**src/rtl/dirty_slot_table_paced_flush_core_defines.svh**
```systemverilog
// ----------------------------------------------------------------------------
// Assertion macros for the dirty slot table
// Clocked on clk, disabled while rst_n is low.
// ----------------------------------------------------------------------------
`ifndef DIRTY_SLOT_TABLE_PACED_FLUSH_CORE_DEFINES_SVH
`define DIRTY_SLOT_TABLE_PACED_FLUSH_CORE_DEFINES_SVH

// Same-cycle implication
`define DSTPF_ASSERT_IMPL(label, ante, cons, msg) \
    label: assert property (@(posedge clk) disable iff (!rst_n) (ante) |-> (cons)) \
        else $error(msg);

// Next-cycle implication
`define DSTPF_ASSERT_NEXT(label, ante, cons, msg) \
    label: assert property (@(posedge clk) disable iff (!rst_n) (ante) |=> (cons)) \
        else $error(msg);

`endif

```
**src/rtl/dstpf_pkg.sv**
```systemverilog
// ----------------------------------------------------------------------------
// dstpf_pkg
// Shared types and constants of the dirty slot table with paced flush.
// ----------------------------------------------------------------------------
package dstpf_pkg;

    // Field widths
    localparam int CMD_W       = 2;
    localparam int SLOT_W      = 8;
    localparam int ID_W        = 32;
    localparam int TIME_W      = 32;
    localparam int SPACING_W   = 20;
    localparam int SEND_SLOT_W = 5;

    // Spacing after reset: 15 ms
    localparam logic [SPACING_W-1:0] SPACING_RESET = SPACING_W'(15 * 1000);

    // Item commands; code 3 is reserved and does nothing
    typedef enum logic [CMD_W-1:0] {
        CMD_WRITE = 2'd0,
        CMD_CLEAR = 2'd1,
        CMD_POLL  = 2'd2
    } cmd_t;

    // Controller to datapath
    typedef struct packed {
        logic exec;     // apply the accepted word and load the result register
    } ctrl_t;

endpackage

```
**src/rtl/dirty_slot_table_paced_flush_core.sv**
```systemverilog
// ----------------------------------------------------------------------------
// dirty_slot_table_paced_flush_core
// Slot ID table with dirty tracking and rate-limited update sends.
// ----------------------------------------------------------------------------
// Each input word is one command: write one slot, clear all slots, or poll.
// Writes and clears mark a slot dirty only when its stored ID changes; writes
// to a slot at or beyond NUM_SLOTS are dropped. A poll sends the lowest dirty
// slot when at least spacing_reg microseconds (wrapping) have passed since
// the last send; the dirty bit is cleared only if link_ready was high. Every
// word gives exactly one result word. A word is executed in the cycle it is
// accepted, so the block takes one word per clock; the single result register
// is the only limit, and in_ready drops only while a result waits and
// out_ready is low. After reset all slots are dirty, the last send time is 0
// and the spacing is 15000 us. cfg_wr_en writes the spacing at once.
// ----------------------------------------------------------------------------
module dirty_slot_table_paced_flush_core
#(
    parameter int NUM_SLOTS = 4
)
(
    input  logic                                 clk,
    input  logic                                 rst_n,
    input  logic                                 cfg_wr_en,
    input  logic [dstpf_pkg::SPACING_W-1:0]      cfg_wr_data,
    input  logic                                 in_valid,
    output logic                                 in_ready,
    input  logic [dstpf_pkg::CMD_W-1:0]          cmd,
    input  logic [dstpf_pkg::SLOT_W-1:0]         slot,
    input  logic [dstpf_pkg::ID_W-1:0]           obj_id,
    input  logic [dstpf_pkg::TIME_W-1:0]         now_us,
    input  logic                                 link_ready,
    output logic                                 out_valid,
    input  logic                                 out_ready,
    output logic                                 send_valid,
    output logic [dstpf_pkg::SEND_SLOT_W-1:0]    send_slot,
    output logic [dstpf_pkg::ID_W-1:0]           send_id,
    output logic                                 any_pending
);

    dstpf_pkg::ctrl_t ctrl;

    // Handshake controller
    dstpf_ctrl u_ctrl
    (
        .clk       (clk),
        .rst_n     (rst_n),
        .in_valid  (in_valid),
        .in_ready  (in_ready),
        .out_valid (out_valid),
        .out_ready (out_ready),
        .ctrl      (ctrl)
    );

    // Table and result datapath
    dstpf_datapath
    #(
        .NUM_SLOTS (NUM_SLOTS)
    )
    u_datapath
    (
        .clk         (clk),
        .rst_n       (rst_n),
        .ctrl        (ctrl),
        .cfg_wr_en   (cfg_wr_en),
        .cfg_wr_data (cfg_wr_data),
        .cmd         (cmd),
        .slot        (slot),
        .obj_id      (obj_id),
        .now_us      (now_us),
        .link_ready  (link_ready),
        .send_valid  (send_valid),
        .send_slot   (send_slot),
        .send_id     (send_id),
        .any_pending (any_pending)
    );

endmodule

```
**src/rtl/dstpf_ctrl.sv**
```systemverilog
// ----------------------------------------------------------------------------
// dstpf_ctrl
// Handshake controller: tracks the result register and issues execute.
// ----------------------------------------------------------------------------
`include "dirty_slot_table_paced_flush_core_defines.svh"

module dstpf_ctrl
(
    input  logic             clk,
    input  logic             rst_n,
    input  logic             in_valid,
    output logic             in_ready,
    output logic             out_valid,
    input  logic             out_ready,
    output dstpf_pkg::ctrl_t ctrl
);

    typedef enum logic [1:0] {
        ST_EMPTY = 2'b01,
        ST_FULL  = 2'b10
    } state_t;

    state_t state_reg;
    state_t state_next;

    // Take a word when the result register is empty or being drained
    assign in_ready  = (state_reg == ST_EMPTY) || out_ready;
    assign out_valid = (state_reg == ST_FULL);
    assign ctrl.exec = in_valid && in_ready;

    // Next state
    always_comb
    begin
        unique case (state_reg)
            ST_EMPTY:
            begin
                state_next = ctrl.exec ? ST_FULL : ST_EMPTY;
            end
            ST_FULL:
            begin
                if (ctrl.exec)
                    state_next = ST_FULL;
                else if (out_ready)
                    state_next = ST_EMPTY;
                else
                    state_next = ST_FULL;
            end
            default:
            begin
                state_next = ST_EMPTY;
            end
        endcase
    end

    // State register
    always_ff @(posedge clk or negedge rst_n)
    begin
        if (!rst_n)
            state_reg <= ST_EMPTY;
        else
            state_reg <= state_next;
    end

    // A pending result is never overwritten before it is taken
    `DSTPF_ASSERT_IMPL(a_no_overwrite, ctrl.exec && state_reg == ST_FULL, out_ready, "result overwritten")

endmodule

```
**src/rtl/dstpf_datapath.sv**
```systemverilog
// ----------------------------------------------------------------------------
// dstpf_datapath
// Slot table, dirty mask, send timer, spacing register and result register.
// ----------------------------------------------------------------------------
`include "dirty_slot_table_paced_flush_core_defines.svh"

module dstpf_datapath
#(
    parameter int NUM_SLOTS = 4
)
(
    input  logic                                 clk,
    input  logic                                 rst_n,
    input  dstpf_pkg::ctrl_t                     ctrl,
    input  logic                                 cfg_wr_en,
    input  logic [dstpf_pkg::SPACING_W-1:0]      cfg_wr_data,
    input  logic [dstpf_pkg::CMD_W-1:0]          cmd,
    input  logic [dstpf_pkg::SLOT_W-1:0]         slot,
    input  logic [dstpf_pkg::ID_W-1:0]           obj_id,
    input  logic [dstpf_pkg::TIME_W-1:0]         now_us,
    input  logic                                 link_ready,
    output logic                                 send_valid,
    output logic [dstpf_pkg::SEND_SLOT_W-1:0]    send_slot,
    output logic [dstpf_pkg::ID_W-1:0]           send_id,
    output logic                                 any_pending
);

    localparam int IDX_W = (NUM_SLOTS > 1) ? $clog2(NUM_SLOTS) : 1;

    typedef logic [dstpf_pkg::SLOT_W-1:0]      slot_num_t;
    typedef logic [IDX_W-1:0]                  idx_t;
    typedef logic [dstpf_pkg::SEND_SLOT_W-1:0] send_slot_t;
    typedef logic [dstpf_pkg::ID_W-1:0]        id_t;
    typedef logic [dstpf_pkg::TIME_W-1:0]      time_val_t;

    // Table state
    id_t                              ids_reg   [NUM_SLOTS];
    id_t                              ids_next  [NUM_SLOTS];
    logic [NUM_SLOTS-1:0]             dirty_reg;
    logic [NUM_SLOTS-1:0]             dirty_next;
    time_val_t                        last_send_reg;
    time_val_t                        last_send_next;
    logic [dstpf_pkg::SPACING_W-1:0]  spacing_reg;

    // Result register
    logic                             send_valid_reg;
    logic                             send_valid_next;
    send_slot_t                       send_slot_reg;
    send_slot_t                       send_slot_next;
    id_t                              send_id_reg;
    id_t                              send_id_next;
    logic                             any_pending_reg;

    // Poll helpers
    logic                             found;
    idx_t                             send_idx;
    time_val_t                        elapsed;
    logic                             time_ok;
    logic                             poll_send;

    // Lowest dirty slot
    always_comb
    begin
        found    = 1'b0;
        send_idx = '0;
        for (int i = 0; i < NUM_SLOTS; i++)
        begin
            if (dirty_reg[i] && !found)
            begin
                found    = 1'b1;
                send_idx = idx_t'(i);
            end
        end
    end

    // Wrapping time since the last send against the spacing
    assign elapsed   = now_us - last_send_reg;
    assign time_ok   = elapsed >= time_val_t'(spacing_reg);
    assign poll_send = (cmd == dstpf_pkg::CMD_POLL) && found && time_ok;

    // Item execution
    always_comb
    begin
        ids_next        = ids_reg;
        dirty_next      = dirty_reg;
        last_send_next  = last_send_reg;
        send_valid_next = 1'b0;
        send_slot_next  = '0;
        send_id_next    = '0;
        case (cmd)
            dstpf_pkg::CMD_WRITE:
            begin
                for (int i = 0; i < NUM_SLOTS; i++)
                begin
                    if (slot == slot_num_t'(i) && ids_reg[i] != obj_id)
                    begin
                        ids_next[i]   = obj_id;
                        dirty_next[i] = 1'b1;
                    end
                end
            end
            dstpf_pkg::CMD_CLEAR:
            begin
                for (int i = 0; i < NUM_SLOTS; i++)
                begin
                    if (ids_reg[i] != '0)
                    begin
                        ids_next[i]   = '0;
                        dirty_next[i] = 1'b1;
                    end
                end
            end
            dstpf_pkg::CMD_POLL:
            begin
                if (poll_send)
                begin
                    send_valid_next = 1'b1;
                    send_slot_next  = send_slot_t'(send_idx);
                    send_id_next    = ids_reg[send_idx];
                    last_send_next  = now_us;
                    if (link_ready)
                        dirty_next[send_idx] = 1'b0;
                end
            end
            default:
            begin
                // reserved command: no change
            end
        endcase
    end

    // Table state registers
    always_ff @(posedge clk or negedge rst_n)
    begin
        if (!rst_n)
        begin
            for (int i = 0; i < NUM_SLOTS; i++)
                ids_reg[i] <= '0;
            dirty_reg     <= '1;
            last_send_reg <= '0;
        end
        else if (ctrl.exec)
        begin
            ids_reg       <= ids_next;
            dirty_reg     <= dirty_next;
            last_send_reg <= last_send_next;
        end
    end

    // Spacing register
    always_ff @(posedge clk or negedge rst_n)
    begin
        if (!rst_n)
            spacing_reg <= dstpf_pkg::SPACING_RESET;
        else if (cfg_wr_en)
            spacing_reg <= cfg_wr_data;
    end

    // Result word
    always_ff @(posedge clk)
    begin
        if (ctrl.exec)
        begin
            send_valid_reg  <= send_valid_next;
            send_slot_reg   <= send_slot_next;
            send_id_reg     <= send_id_next;
            any_pending_reg <= |dirty_next;
        end
    end

    assign send_valid  = send_valid_reg;
    assign send_slot   = send_slot_reg;
    assign send_id     = send_id_reg;
    assign any_pending = any_pending_reg;

    // An accepted send clears exactly the sent slot's dirty bit
    `DSTPF_ASSERT_NEXT(a_sent_cleared, ctrl.exec && poll_send && link_ready, !dirty_reg[$past(send_idx)], "sent slot still dirty")
    // Every send stamps the poll time
    `DSTPF_ASSERT_NEXT(a_time_stamped, ctrl.exec && poll_send, last_send_reg == $past(now_us), "send time not recorded")
    // Pending flag agrees with the mask it was taken from
    `DSTPF_ASSERT_NEXT(a_pending_match, ctrl.exec, any_pending_reg == (|dirty_reg), "pending flag mismatch")

endmodule
```
**config.mk**
```make
export PLATFORM = sky130hd
export DESIGN_NAME = dirty_slot_table_paced_flush_core
export DESIGN_NICKNAME = d
export VERILOG_FILES = /design/src/rtl/dstpf_pkg.sv /design/src/rtl/dirty_slot_table_paced_flush_core.sv /design/src/rtl/dstpf_ctrl.sv /design/src/rtl/dstpf_datapath.sv
export VERILOG_INCLUDE_DIRS = /design/src /design/src/rtl
export SDC_FILE = /design/constraint.sdc
export NUM_CORES = 1
export LEC_CHECK = 0
export CAP_MARGIN = 20
export CORE_MARGIN = 3
export CORE_UTILIZATION = 65
export DETAILED_ROUTE_END_ITERATION = 8
export DONT_BUFFER_PORTS = 1
export PLACE_DENSITY_LB_ADDON = 0.15
export SETUP_SLACK_MARGIN = 0.3
export SLEW_MARGIN = 20
export SYNTH_ARGS = -nofsm -noshare
export SYNTH_HDL_FRONTEND = slang
export SYNTH_SLANG_ARGS = --single-unit
```
**constraint.sdc**
```tcl
create_clock -name clk -period 6.83 [get_ports clk]
set_input_delay 1.366 -clock clk [delete_from_list [all_inputs] [get_ports clk]]
set_output_delay 1.366 -clock clk [all_outputs]
set_load 0.01 [all_outputs]
```
== After elaboration in Yosys (flattened, before gate mapping) ==
Cells that the tools add are included.

* Bitwise gates (word level): 3
* $add $sub $neg: 1
* Order comparisons: 4
* Reductions and logical operators: 29
* Equality and inequality tests: 19
* Mux-type cells: 37

{| class="wikitable"
|+ Operator list
! kind !! number
|-
| 2-to-1 mux 32 bit || 10
|-
| case mux 128 bit (2 select lines) || 1
|-
| != test 32 bit || 4
|-
| nonzero test 32 bit || 4
|-
| binary-select mux 32 bit (select 2 bit) || 1
|-
| >= comparator 32 x 20 -> 1 bit || 1
|-
| subtractor 32 bit || 1
|-
| equality test 8 x 2 -> 1 bit (second input constant) || 2
|-
| != test 2 x 1 -> 1 bit (second input constant) || 8
|-
| AND reduction 4 bit || 4
|-
| 2-to-1 mux 1 bit || 15
|-
| case mux 4 bit (3 select lines) || 1
|-
| logical AND 1 bit || 11
|-
| 2-to-1 mux 2 bit || 5
|-
| equality test 8 x 1 -> 1 bit (second input constant) || 1
|-
| logical NOT 8 bit || 1
|-
| 2-to-1 mux 4 bit || 2
|-
| AND 4 bit || 1
|-
| equality test 2 x 1 -> 1 bit (second input constant) || 2
|-
| equality test 2 bit (second input constant) || 2
|-
| NOT 4 bit || 1
|-
| case mux 2 bit (2 select lines) || 1
|-
| OR reduction 4 bit || 1
|-
| >= comparator 3 bit (second input constant) || 1
|-
| other kinds (10) || 12
|}

* Output and inout bits: 41
* Register bits: 225
* Input port bits: 100

== Depth between registers and ports, before layout ==
* Depth in word-level cells: 20
* Gate-level depth with buffers: 22
* Mapped depth without buffers: 21

== Hierarchy ==
A second synthesis with hierarchy kept.

* Cells, all modules: 1386
* Area total of the unflattened synthesis: 13573.0 um^2

{| class="wikitable"
|+ By module, submodules not included
! module !! cells an instance !! sequential area each (um^2) !! times used !! area each (um^2)
|-
| dstpf_datapath || 1373 || 5699.2 || 1 || 13442.9
|-
| dstpf_ctrl || 13 || 51.3 || 1 || 130.1
|}

== Worst setup path before layout ==
Ideal clock, no wire load.

* Kind: input port to flip-flop
* Start point: input port now_us[0] (netlist name)
* End point: register u_datapath.last_send_reg[10]
* Arrival time: 5922 ps
* Slack: 781 ps
* Library setup time: 128 ps
* Path buffers: 1
* Stages on the path: 20
* Path through: inv_1 > ha_1 > inv_1 > fa_1 > a21o_1 > a221oi_2 > o22ai_1 > nor2_1 > xnor2_1 > ha_1 > a21oi_1 > nor2b_1 > or4_1 > or4_1 > nor4_1 > nand4_1 > nor4_4 > nor3_2 > buf_6 > mux2_1

* Longest elaborated chain between the ends: 4

{| class="wikitable"
|+ RTL lines
! element !! line !! source
|-
| from (decl) || dirty_slot_table_paced_flush_core.sv:30 || <nowiki>input logic [dstpf_pkg::TIME_W-1:0] now_us,</nowiki>
|-
| subtractor 32 bit || dstpf_datapath.sv:77 || <nowiki>assign elapsed = now_us - last_send_reg;</nowiki>
|-
| >= comparator 32 x 20 -> 1 bit || dstpf_datapath.sv:78 || <nowiki>assign time_ok = elapsed >= time_val_t'(spacing_reg);</nowiki>
|-
| logical AND 1 bit || dstpf_datapath.sv:79 || <nowiki>assign poll_send = (cmd == dstpf_pkg::CMD_POLL) && found && time_ok;</nowiki>
|-
| AND reduction 3 bit (no source line) || n/a ||
|-
| to (signal assigned) || dstpf_datapath.sv:146 || <nowiki>last_send_reg <= last_send_next;</nowiki>
|-
| to (decl) || dstpf_datapath.sv:41 || <nowiki>time_val_t last_send_reg;</nowiki>
|}

Every way passes these cells.
A chain may end at the register's enable or synchronous reset.

== Final worst setup path ==
* Start point: input port now_us[2] (netlist name)
* End point: register u_datapath.last_send_reg[10]

Same word-level chain as after synthesis.

==> results.ini <==
[critical_path]
cp_max_fo=32
worst-setup-path-type=input pin to flip-flop
critPathArrivalTime_ns=6.45
start_kind=input pin
cp-end-kind=flip-flop
crit_required_ns=7.24

[clocking]
worstSkewPairLatency_ns=0.55
clockBufferDepth=3
cts_setup_buffers=0
cts_hold_buf=0
htreeDepth=1
tritoncts=built
cts.sinks=222
clockRootBuffer=clkbuf_16
clk_pin_slew_worst_paths_ns=0.06
numCtsBuffers=25
cts_resized=0

[power]
internal_power_uw=3810
seqPwrFrac=0.372
p_switching_uw=2340
comb_power_share=0.411
p_leak_uw=0.00613
p_sw_frac=0.380
total_power_uw=6150
p_clk_frac=0.217
power_density_mw_per_mm2=411
irDropWorstVdd_mv=0.233

[sta]
hold_ws_ns=0.484
timing.slew.headroom=0.321
period_minus_slack_ns=6.04
fin_worst_skew_ns=0.0311
fin_tns_setup_ns=0
tightest_slew_ns=1.02
setup_viol=0
hold_viol_final=0
slew_violations=0
max_freq_mhz=165
period_share=0.885
rsz0062_at_grt=no

[detailed_routing]
drt_iter0_markers=814
dr.pass1.iters=5
vias=10200
antenna_left=0
vias_per_cell=6.67
drc=0
wirelength_microns=38200
post_drt_wl_per_cell_microns=24.9

[logic_synthesis]
ys_warn_count=0
ys.flop_type=dfrtp_1
synth_area_leaders=dfrtp_1 (31%), mux2_2 (11%), xnor2_1 (8.8%)
synth_seq_cells=222
yosys.area.top_type=dfrtp_1
syn_inst=1289
synth_async_sr_flop_share=0.838
synth-edff-count=36
syn_area_sq_mm=0.0141
ys_seq_area_frac=0.409
syn_avg_cell_area_sq_um=10.9
synth_top_area_frac=0.310
ys_types=71

[min_path]
hold_path.class=flip-flop to flip-flop

[floorplan]
start_util=0.664
io_pins=141
rows=53
floorplan.die_area_sq_mm=0.0234
chipHeight_microns=153
die_w_microns=153
core_area_sq_mm=0.0212

[grt]
antenna_found_initial=1
grt_max_degree=187
overflow=0
grt_pass1_vias=10300
grt_pass1_wl_microns=59900
track_usage=0.325

[layout]
layout_commonest_cell=dfrtp_1
layout_common_cells=dfrtp_1 (174), xnor2_1 (141), mux2_2 (132)
instances_no_fill=1534
multiInputGateArea_sq_mm=0.00770
regArea_sq_mm=0.00575
fillers=1591
largest_register_ffs=128
nets=1394
syn_to_final_growth_pct=6.60
drive_above_1_share=0.212
antennaDiodeCount=0

[placed_design]
gp_congestion=0.986
placedCellCount=1487
dp_hpwl_microns=28200
port_buffers=0

[run_status]
outcome=finished clean

[flow_run]
maxCapViolations=0

synthesized netlist by cell type (all sizes together) (7+ instances only):
library cell / n
a21o: 12
a21oi: 53
a31oi: 10
and2: 66
and3: 7
buf: 19
clkbuf: 72
dfrtp: 174
dfstp: 12
edfxtp: 36
ha: 53
inv: 69
mux2: 162
mux4: 32
nand2: 66
nand3: 8
nand4: 52
nor2: 28
nor3: 15
nor4: 46
o21a: 9
o21ai: 42
or4: 11
xnor2: 141
xor2: 8
critical path: stages:
cell,delay (ns)
ha_1,0.33
o211ai_1,0.18
a21oi_1,0.08
o21ai_0,0.39
nand2_1,0.19
nand3_1,0.12
nand2_1,0.09
a31oi_1,0.27
o21ai_0,0.16
xor2_1,0.17
ha_1,0.22
or3_1,0.36
or4_1,0.39
or4_1,0.47
nor4_1,0.30
nand4_1,0.19
nor4_4,0.37
nor3_4,0.07
buf_4,0.31
mux2_1,0.38
per-layer routing:
metal | GRT usage | vias up | wire length, microns
met1 | 0.414 | 5034 | 14600
met5 | 0 | - | 13
met2 | 0.537 | 488 | 18400
li1 | - | 4562 | -
met4 | 0.152 | 2 | 2280
met3 | 0.0631 | 148 | 2930
path summary, 6_finish.rpt:
path | cells after the start | start | slack [ns] | endpoint
setup / recovery | 20 | now_us[2] | 0.79 | u_datapath.last_send_reg[10]
hold / removal | 1 | u_datapath.last_send_reg[30] | 0.48 | u_datapath.last_send_reg[30]
setup reg to reg | 21 | u_datapath.last_send_reg[2] | 1.23 | u_datapath.last_send_reg[10]
hold reg to reg | 1 | u_datapath.last_send_reg[30] | 0.48 | u_datapath.last_send_reg[30]
max in group asynchronous | 0 | rst_n | 5.94 | u_datapath.dirty_reg[3]
min in group asynchronous | 0 | rst_n | 0.54 | u_datapath.spacing_reg[1]
layout make-up:
cell class | count | area share
clock buffer | 39 | 0.0493
clock inverter | 7 | 0.00560
inverter | 69 | 0.0173
multi-input combinational | 909 | 0.514
sequential | 222 | 0.384
tap | 275 | 0.0230
timing repair buffer | 13 | 0.00702
power groups by stage:
stage / clock network (uW) / logic [uW] / registers, uW
after floorplan: 0 / 1960 / 2110
after global placement: 0 / 2440 / 2270
after detailed placement: 0 / 2480 / 2290
after CTS: 1360 / 2500 / 2270
after global routing: 1410 / 2750 / 2330
final: 1340 / 2530 / 2290
logic make-up (layout without fill, tap and decap cells):
logic type,Yosys count,in the layout,share of synthesized area
fa+ha+maj,54,54,0.0486
compound gates,175,175,0.0793
flops,222,222,0.409
other cells,1,3,0.000267
xor+xnor,149,149,0.0929
mux,198,198,0.191
simple gates,330,330,0.133
buf+inv,160,128,0.0459
stage by stage:
stage | instance area [sq um] | util | worst slack (ns)
3_5_place_dp | 14100 | 0.668 | 0.287
3_3_place_gp | 14100 | 0.668 | 0.374
2_1_floorplan | 14100 | - | 0.781
4_1_cts | 15000 | 0.707 | 0.828
6_report | 15000 | 0.708 | 0.787
5_1_grt | 15000 | 0.708 | 0.394
(Power assumes the default switching activity.)
